<file path="config.mk">
export PLATFORM = sky130hd
export DESIGN_NAME = debounced_edge_latch_bank_unit_flat
export DESIGN_NICKNAME = d
export VERILOG_FILES = /design/src/rtl/delbu_pkg.sv /design/src/rtl/delbu_if.sv /design/src/rtl/delbu_chan_bank.sv /design/src/rtl/debounced_edge_latch_bank_unit.sv /design/src/flat_wrapper.sv
export VERILOG_INCLUDE_DIRS = /design/src /design/src/rtl
export SDC_FILE = /design/constraint.sdc
export NUM_CORES = 1
export LEC_CHECK = 0
export BUFFER_PORTS_ARGS = -buffer_cell sky130_fd_sc_hd__buf_4
export CAP_MARGIN = 20
export CORE_MARGIN = 2
export CORE_UTILIZATION = 40
export DETAILED_ROUTE_END_ITERATION = 16
export PLACE_DENSITY_LB_ADDON = 0.15
export SETUP_SLACK_MARGIN = 0.2
export SLEW_MARGIN = 20
export SYNTH_ARGS = -nofsm -noshare
export SYNTH_HDL_FRONTEND = slang
export SYNTH_SLANG_ARGS = --single-unit
export TNS_END_PERCENT = 20
</file>
<file path="constraint.sdc">
create_clock -name clk -period 4.45 [get_ports clk]
set_input_delay 0 -clock clk [delete_from_list [all_inputs] [get_ports clk]]
set_output_delay 0 -clock clk [all_outputs]
set_load 0.01 [all_outputs]
</file>
<file path="src/rtl/debounced_edge_latch_bank_unit_macros.svh">
// Assertion macros shared by the edge latch bank RTL.
`ifndef DEBOUNCED_EDGE_LATCH_BANK_UNIT_MACROS_SVH
`define DEBOUNCED_EDGE_LATCH_BANK_UNIT_MACROS_SVH

// Same-cycle implication, checked outside reset.
`define DELBU_ASSERT_NOW(label, clk, rst_n, ante, cons) \
    label: assert property (@(posedge clk) disable iff (!rst_n) (ante) |-> (cons)) \
        else $error("delbu assertion failed");

// Next-cycle implication, checked outside reset.
`define DELBU_ASSERT_NEXT(label, clk, rst_n, ante, cons) \
    label: assert property (@(posedge clk) disable iff (!rst_n) (ante) |=> (cons)) \
        else $error("delbu assertion failed");

`endif

</file>
<file path="src/rtl/delbu_pkg.sv">
// Package: command codes and the control bundle for the edge latch bank.
package delbu_pkg;

    localparam int TIME_W     = 32;
    localparam int DEBOUNCE_W = 16;
    localparam int CMD_W      = 2;
    localparam int CHAN_W     = 3;
    localparam int MASK_W     = 8;
    localparam logic [DEBOUNCE_W-1:0] DEBOUNCE_RESET = 16'd50;

    typedef enum logic [CMD_W-1:0] {
        CMD_TICK = 2'd0,
        CMD_EDGE = 2'd1,
        CMD_READ = 2'd2,
        CMD_NONE = 2'd3
    } cmd_t;

    // Per-item control sent from the sequencing stage to the channel bank
    typedef struct packed {
        logic                  edge_we;
        logic [CHAN_W-1:0]     edge_ch;
        logic                  read_en;
        logic                  clear;
        logic [TIME_W-1:0]     now_ms;
        logic [DEBOUNCE_W-1:0] debounce_ms;
    } bank_ctl_t;

endpackage

</file>
<file path="src/rtl/delbu_if.sv">
// Valid/ready channel interfaces for command items and result items.
interface delbu_req_if;
    logic                          valid;
    logic                          ready;
    logic [delbu_pkg::CMD_W-1:0]   cmd;
    logic [delbu_pkg::CHAN_W-1:0]  channel;
    logic                          clear_after;

    modport source (output valid, output cmd, output channel, output clear_after,
                    input ready);
    modport sink   (input valid, input cmd, input channel, input clear_after,
                    output ready);
endinterface

interface delbu_rsp_if;
    logic                          valid;
    logic                          ready;
    logic [delbu_pkg::MASK_W-1:0]  accepted_mask;
    logic [delbu_pkg::MASK_W-1:0]  ignored_mask;

    modport source (output valid, output accepted_mask, output ignored_mask,
                    input ready);
    modport sink   (input valid, input accepted_mask, input ignored_mask,
                    output ready);
endinterface

</file>
<file path="src/rtl/delbu_chan_bank.sv">
// Channel bank: pending flags, stamps, last accepted times and debounce compare.
module delbu_chan_bank #(
    parameter int CHANNELS = 8
) (
    input  logic                           clk,
    input  logic                           rst_n,
    input  delbu_pkg::bank_ctl_t           ctl,
    output logic [delbu_pkg::MASK_W-1:0]   accepted_mask,
    output logic [delbu_pkg::MASK_W-1:0]   ignored_mask
);

    localparam int LOW_CH = (CHANNELS < delbu_pkg::MASK_W) ? CHANNELS : delbu_pkg::MASK_W;

    logic [CHANNELS-1:0]                 pending_reg;
    logic [delbu_pkg::TIME_W-1:0]        edge_time_reg [CHANNELS];
    logic [delbu_pkg::TIME_W-1:0]        last_reg      [CHANNELS];
    logic [CHANNELS-1:0]                 acc_full;
    logic [CHANNELS-1:0]                 ign_full;

    genvar gi;
    generate
        for (gi = 0; gi < CHANNELS; gi++)
        begin : g_chan
            logic [delbu_pkg::TIME_W-1:0] diff;
            logic                         past;
            logic                         hit;

            // Signed difference: negative never passes, else strictly above limit
            assign diff = edge_time_reg[gi] - last_reg[gi];
            assign past = !diff[delbu_pkg::TIME_W-1] &&
                          (diff[delbu_pkg::TIME_W-2:0] >
                           (delbu_pkg::TIME_W-1)'(ctl.debounce_ms));
            assign hit  = ctl.edge_we && (32'(ctl.edge_ch) == gi);
            assign acc_full[gi] = pending_reg[gi] && past;
            assign ign_full[gi] = pending_reg[gi] && !past;

            // Pending flag: set by an edge, cleared by a read with clear
            always_ff @(posedge clk or negedge rst_n)
            begin
                if (!rst_n)
                begin
                    pending_reg[gi] <= 1'b0;
                end
                else if (hit)
                begin
                    pending_reg[gi] <= 1'b1;
                end
                else if (ctl.read_en && ctl.clear)
                begin
                    pending_reg[gi] <= 1'b0;
                end
            end

            // Stamps; reset value is part of the behavior
            always_ff @(posedge clk or negedge rst_n)
            begin
                if (!rst_n)
                begin
                    edge_time_reg[gi] <= '0;
                    last_reg[gi]      <= '0;
                end
                else
                begin
                    if (hit)
                    begin
                        edge_time_reg[gi] <= ctl.now_ms;
                    end
                    if (ctl.read_en && acc_full[gi])
                    begin
                        last_reg[gi] <= edge_time_reg[gi];
                    end
                end
            end
        end
    endgenerate

    // Channels above the output width are kept but not reported
    assign accepted_mask = delbu_pkg::MASK_W'(acc_full[LOW_CH-1:0]);
    assign ignored_mask  = delbu_pkg::MASK_W'(ign_full[LOW_CH-1:0]);

endmodule

</file>
<file path="src/rtl/debounced_edge_latch_bank_unit.sv">
// Top level: input register, command sequencing, time base and result register.
//
//   channel   dir   handshake      payload
//   req       in    valid/ready    cmd, channel, clear_after
//   rsp       out   valid/ready    accepted_mask, ignored_mask
//   cfg       in    cfg_we         cfg_wdata (debounce_ms)
//
// One item per cycle sustained while no read stalls. An accepted item waits in the
// input register and is evaluated there; a read's masks go to the result register.
// Latency comes from the input and result registers around the per-channel compares.
// A read waits in the input register only while the result register is full
// and not taken; ticks and edges never wait on the result side.
// Reset (rst_n low, asynchronous) clears time, flags, stamps; debounce_ms = 50.
`include "debounced_edge_latch_bank_unit_macros.svh"

module debounced_edge_latch_bank_unit #(
    parameter int CHANNELS = 8
) (
    input  logic                               clk,
    input  logic                               rst_n,
    delbu_req_if.sink                          req,
    delbu_rsp_if.source                        rsp,
    input  logic                               cfg_we,
    input  logic [delbu_pkg::DEBOUNCE_W-1:0]   cfg_wdata
);

    logic                                s1_valid_reg;
    delbu_pkg::cmd_t                     s1_cmd_reg;
    logic [delbu_pkg::CHAN_W-1:0]        s1_ch_reg;
    logic                                s1_clr_reg;
    logic [delbu_pkg::TIME_W-1:0]        now_ms_reg;
    logic [delbu_pkg::DEBOUNCE_W-1:0]    debounce_reg;
    logic                                out_valid_reg;
    logic [delbu_pkg::MASK_W-1:0]        acc_reg;
    logic [delbu_pkg::MASK_W-1:0]        ign_reg;

    logic                                out_free;
    logic                                s1_go;
    logic                                is_tick;
    logic                                is_edge;
    logic                                is_read;
    delbu_pkg::bank_ctl_t                ctl;
    logic [delbu_pkg::MASK_W-1:0]        acc_mask;
    logic [delbu_pkg::MASK_W-1:0]        ign_mask;

    // Stage control
    assign out_free  = !out_valid_reg || rsp.ready;
    assign s1_go     = s1_valid_reg && (!is_read || out_free);
    assign req.ready = !s1_valid_reg || s1_go;

    // Command decode
    always_comb
    begin
        is_tick = 1'b0;
        is_edge = 1'b0;
        is_read = 1'b0;
        unique case (s1_cmd_reg)
            delbu_pkg::CMD_TICK: is_tick = 1'b1;
            delbu_pkg::CMD_EDGE: is_edge = 1'b1;
            delbu_pkg::CMD_READ: is_read = 1'b1;
            default:             ;
        endcase
    end

    // Input register
    always_ff @(posedge clk or negedge rst_n)
    begin
        if (!rst_n)
        begin
            s1_valid_reg <= 1'b0;
        end
        else if (req.ready)
        begin
            s1_valid_reg <= req.valid;
        end
    end

    always_ff @(posedge clk)
    begin
        if (req.valid && req.ready)
        begin
            s1_cmd_reg <= delbu_pkg::cmd_t'(req.cmd);
            s1_ch_reg  <= req.channel;
            s1_clr_reg <= req.clear_after;
        end
    end

    // Time base and debounce register
    always_ff @(posedge clk or negedge rst_n)
    begin
        if (!rst_n)
        begin
            now_ms_reg   <= '0;
            debounce_reg <= delbu_pkg::DEBOUNCE_RESET;
        end
        else
        begin
            if (s1_go && is_tick)
            begin
                now_ms_reg <= now_ms_reg + 32'd1;
            end
            if (cfg_we)
            begin
                debounce_reg <= cfg_wdata;
            end
        end
    end

    // Bank control for the item being evaluated
    always_comb
    begin
        ctl.edge_we     = s1_go && is_edge && (32'(s1_ch_reg) < CHANNELS);
        ctl.edge_ch     = s1_ch_reg;
        ctl.read_en     = s1_go && is_read;
        ctl.clear       = s1_clr_reg;
        ctl.now_ms      = now_ms_reg;
        ctl.debounce_ms = debounce_reg;
    end

    delbu_chan_bank #(
        .CHANNELS (CHANNELS)
    ) u_bank (
        .clk           (clk),
        .rst_n         (rst_n),
        .ctl           (ctl),
        .accepted_mask (acc_mask),
        .ignored_mask  (ign_mask)
    );

    // Result register
    always_ff @(posedge clk or negedge rst_n)
    begin
        if (!rst_n)
        begin
            out_valid_reg <= 1'b0;
        end
        else if (ctl.read_en)
        begin
            out_valid_reg <= 1'b1;
        end
        else if (rsp.ready)
        begin
            out_valid_reg <= 1'b0;
        end
    end

    always_ff @(posedge clk)
    begin
        if (ctl.read_en)
        begin
            acc_reg <= acc_mask;
            ign_reg <= ign_mask;
        end
    end

    assign rsp.valid         = out_valid_reg;
    assign rsp.accepted_mask = acc_reg;
    assign rsp.ignored_mask  = ign_reg;

    // Checks
    `DELBU_ASSERT_NEXT(a_read_gives_result, clk, rst_n, ctl.read_en, out_valid_reg)
    `DELBU_ASSERT_NEXT(a_tick_advances, clk, rst_n, s1_go && is_tick,
        now_ms_reg == $past(now_ms_reg) + 32'd1)
    `DELBU_ASSERT_NOW(a_stall_only_on_full_out, clk, rst_n, s1_valid_reg && !s1_go,
        is_read && out_valid_reg && !rsp.ready)

endmodule
</file>
<file path="src/flat_wrapper.sv">
// flat-port wrapper written by rule: the top's interface ports become plain ports
module debounced_edge_latch_bank_unit_flat 
#(
    parameter int CHANNELS = 8
)
  (clk, rst_n, cfg_we, cfg_wdata, req_valid, req_cmd, req_channel, req_clear_after, req_ready, rsp_valid, rsp_accepted_mask, rsp_ignored_mask, rsp_ready);
  delbu_req_if req_i ();
  delbu_rsp_if rsp_i ();
  input  logic clk;
  input  logic rst_n;
  input  logic cfg_we;
  input  logic [delbu_pkg::DEBOUNCE_W-1:0] cfg_wdata;
  input wire logic [$bits(req_i.valid)-1:0] req_valid;
  input wire logic [$bits(req_i.cmd)-1:0] req_cmd;
  input wire logic [$bits(req_i.channel)-1:0] req_channel;
  input wire logic [$bits(req_i.clear_after)-1:0] req_clear_after;
  output wire logic [$bits(req_i.ready)-1:0] req_ready;
  output wire logic [$bits(rsp_i.valid)-1:0] rsp_valid;
  output wire logic [$bits(rsp_i.accepted_mask)-1:0] rsp_accepted_mask;
  output wire logic [$bits(rsp_i.ignored_mask)-1:0] rsp_ignored_mask;
  input wire logic [$bits(rsp_i.ready)-1:0] rsp_ready;
  assign req_i.valid = req_valid;
  assign req_i.cmd = req_cmd;
  assign req_i.channel = req_channel;
  assign req_i.clear_after = req_clear_after;
  assign req_ready = req_i.ready;
  assign rsp_valid = rsp_i.valid;
  assign rsp_accepted_mask = rsp_i.accepted_mask;
  assign rsp_ignored_mask = rsp_i.ignored_mask;
  assign rsp_i.ready = rsp_ready;
  debounced_edge_latch_bank_unit #(.CHANNELS(CHANNELS)) u_core (.clk(clk), .rst_n(rst_n), .req(req_i), .rsp(rsp_i), .cfg_we(cfg_we), .cfg_wdata(cfg_wdata));
endmodule
</file>
==> results.toml <==
[status]
status = "complete, but fails checks"
violations = "setup timing"

[timing]
finalHoldViolCount = 0
setup_slack_ns = -0.515
setup_viol = 194
finalCritPeriodShare_pct = 112
rsz0062_at_grt = "yes"
whs_ns = 0.0824
min_period_ns = 4.97
fmax_mhz = 201
clock_skew_ns = 0.0280
tightest_slew_ns = 0.949
max_slew_margin_pct = 36.8
fin_tns_setup_ns = -41.68
report.final.slew_viol_count = 0

[pwr]
p_sw_uw = 8750
sequentialPowerShare_pct = 24.2
p_leak_uw = 0.0254
p_per_area_nw_per_um2 = 483
p_clk_share_pct = 25.3
swShare_pct = 35.9
internal_power_uw = 15600
ir_drop_mv = 0.328
comb_power_share_pct = 50.5

[clock_network]
cts_buffers = 73
cts_root_buf = "clkbuf_16"
cts.sink_count = 592
cts.path.max_buffers = 3
h-tree-depth = 3
clk_pin_slew_ns = 0.06
cts_tree = "yes"
insertion_delay_ns = 0.64

[placement]
place_congestion = 0.898
dpl_cell_area_um2 = 45600
pre_cts_ws_ns = -0.789
hpwlAfterDp_um = 85800
port_buffers = 44

[drt]
drtIter0Drc = 2303
via_count = 33005
drcViolationCount = 0
antenna_left = 0
firstDrtPassIters = 6
drt-total-wl_um = 126000
avgRoutedWirePerCell_um = 20.9
vias_per_cell = 5.50

[floorplanning]
initial_core_util_pct = 40.3
rows = 116
die_h_um = 321
core-area_um2 = 100000
die_area_um2 = 103000
die_x_um = 321
ios = 45

[logic_synthesis]
async_flop_share_pct = 96.3
ys_seq_elements = 592
synth-seq-area-share_pct = 37.0
synth_cell_types = 90
syn_area_um2 = 40300
synth_nets = 4506
yosysTopAreaCellShare_pct = 35.2
synth_edf_count = 22
synth_cells = 4094
syn_avg_cell_area_um2 = 9.85
yosysWarnings = 0
synth_top_cell_by_area = "dfrtp_1"
synth_area_leaders = "dfrtp_1 (35%), mux2_2 (13%), ha_1 (12%)"
synth_top_flop_cell = "dfrtp_1"

[global_routing]
antenna_found_initial = 14
grt_pass1_wl_um = 192000
grt_pass1_vias = 32047
grt.overflow.total = 0
grt_usage_pct = 24.0
grt_start_max_net_pins = 109

[min_path]
min_path_cells = 2
hp-class = "in2reg"
hold_path_end = "u_core.s1_cmd_reg[1]$_DFFE_PP_"
hold_start = "req_cmd[1]"

[finish]
syn_to_final_growth_pct = 25.3
finish.utilization_pct = 50.5
nNetsFinal = 5055
mostFrequentLayoutCell = "dfrtp_1"
fillCellCount = 9187
drive_gt1_share_pct = 29.5
final_cell_mix = "dfrtp_1 (558), buf_4 (526), ha_1 (362)"
finalInstanceArea_um2 = 50500

[critical_path]
worst_setup_path_start_kind = "register"
cp.required_ns = 4.96
cp_max_fo = 16
r2r_end = "u_core.u_bank.last_reg[4]$_DFFE_PN0P_"
reg2reg_slack_ns = -0.52
worst_setup_path_end_kind = "register"
r2r-start = "u_core.u_bank.edge_time_reg[1]$_DFFE_PN0P_"
path_class = "reg2reg"
r2r_cells = 20
arrival_ns = 5.47

[flow_run]
maxCapViolCount = 0
[cells by family (layout without fill, tap and decap cells)]
group | count (synthesis) | count (layout) | synth area share [%]
AO/OA/AOI/OAI | 976 | 976 | 15.4
buffers and inverters | 499 | 1105 | 4.96
XOR/XNOR | 210 | 210 | 4.56
AND/OR/NAND/NOR | 904 | 904 | 10.9
multiplexers | 528 | 528 | 15.0
other | 0 | 5 | 0
flip-flops | 592 | 592 | 37.0
adder cells (fa/ha/maj) | 385 | 385 | 12.1
[worst max path at each step]
stage | start | endpoint | slack (ns) | depth (start not counted)
floorplan | u_core.u_bank.last_reg[1]$_DFFE_PN0P_ | u_core.u_bank.last_reg[22]$_DFFE_PN0P_ | -0.13 | 23
global placement | u_core.u_bank.edge_time_reg[192]$_DFFE_PN0P_ | u_core.u_bank.last_reg[218]$_DFFE_PN0P_ | -0.60 | 21
finish | u_core.u_bank.edge_time_reg[1]$_DFFE_PN0P_ | u_core.u_bank.last_reg[4]$_DFFE_PN0P_ | -0.52 | 20
detailed placement | u_core.u_bank.last_reg[33]$_DFFE_PN0P_ | u_core.u_bank.last_reg[47]$_DFFE_PN0P_ | -0.79 | 23
global route | u_core.u_bank.edge_time_reg[1]$_DFFE_PN0P_ | u_core.u_bank.last_reg[7]$_DFFE_PN0P_ | -0.73 | 20
CTS | u_core.u_bank.edge_time_reg[1]$_DFFE_PN0P_ | u_core.u_bank.last_reg[19]$_DFFE_PN0P_ | -0.47 | 20
[critical path, cell delays in order (launching register included)]
cell and delay [ns]:
dfrtp_1 0.39, ha_1 0.30, nor2b_4 0.13, o31a_1 0.25
o31a_1 0.33, a221oi_4 0.32, buf_4 0.17, xnor2_1 0.06
ha_1 0.27, nand2_1 0.09, nor4_2 0.33, nand2_1 0.14
a221oi_2 0.28, o2111ai_1 0.16, a2111oi_2 0.24, o2111ai_1 0.15
nor4_1 0.32, a21oi_1 0.14, nand3_2 0.20, buf_12 0.19
mux2_2 0.34
[cells in the mapped netlist, types with 10 or more instances]
cell type and instances:
a31oi_1 41, a221oi_1 11, dfrtp_1 567, nor3_1 46, buf_2 14, a211oi_1 35, a2111oi_0 13, o211ai_1 40
o31a_1 12, and2_1 21, a211o_1 10, a21o_1 82, mux2_2 474, o22ai_1 13, inv_1 342, ha_1 377
or3_1 11, o21a_1 46, o2111ai_1 10, mux2i_1 24, o31ai_1 21, o21bai_1 24, clkbuf_1 118, nor2b_1 35
nor2_1 195, a21boi_0 20, nand4_1 69, nor4_1 26, and3_1 33, o221ai_1 10, a21oi_1 297, edfxtp_1 22
o21ai_0 213, and4_1 20, nand3_1 71, xor2_1 77, nand2_1 293, a41oi_1 13, xnor2_1 133, nand2b_1 51
mux2_4 29, nand3b_1 10, buf_4 12
[per-layer routing]
layer  vias up  GRT usage, %  wire length [um]
li1      15861             -                 -
met1     16151          34.5             60400
met2       796          36.9             54200
met3       193          3.07              6300
met4         4          8.87              4630
met5         -             0                27
[final cells by class]
class / instances / area (um2) / share of cell area [%]
inverter: 342 / 1280 / 2.54
clock inverter: 28 / 325 / 0.644
timing repair buffer: 631 / 5420 / 10.7
antenna: 5 / 12.5 / 0.0248
tap: 1298 / 1620 / 3.22
sequential: 592 / 14900 / 29.6
clock buffer: 104 / 2140 / 4.23
multi-input combinational: 3003 / 24800 / 49.0
[timing repair]
item	in CTS	in global routing
endpoints found under the hold margin	224	0
endpoints found under the setup margin	272	271
pin swaps	65	43
gates resized for setup	229	89
setup buffers	25	10
hold buffers	59	0
gates cloned	7	5
[power by group through the flow]
| stage | Sequential [uW] | Clock (uW) | Combinational, uW |
|---|---|---|---|
| 3_3_place_gp | 5970 | 0 | 10800 |
| 6_report | 5890 | 6160 | 12300 |
| 4_1_cts | 5890 | 6320 | 11700 |
| 3_5_place_dp | 5970 | 0 | 10800 |
| 2_1_floorplan | 5860 | 0 | 7220 |
| 5_1_grt | 5910 | 6530 | 13600 |
[stage by stage]
stage	instances	power, uW
after floorplan	4094	13100
after global placement	5759	16800
after detailed placement	5759	16800
after CTS	5982	23900
after global routing	5998	26000
final	6003	24400
Note: power is estimated with default switching activity, not from simulation.
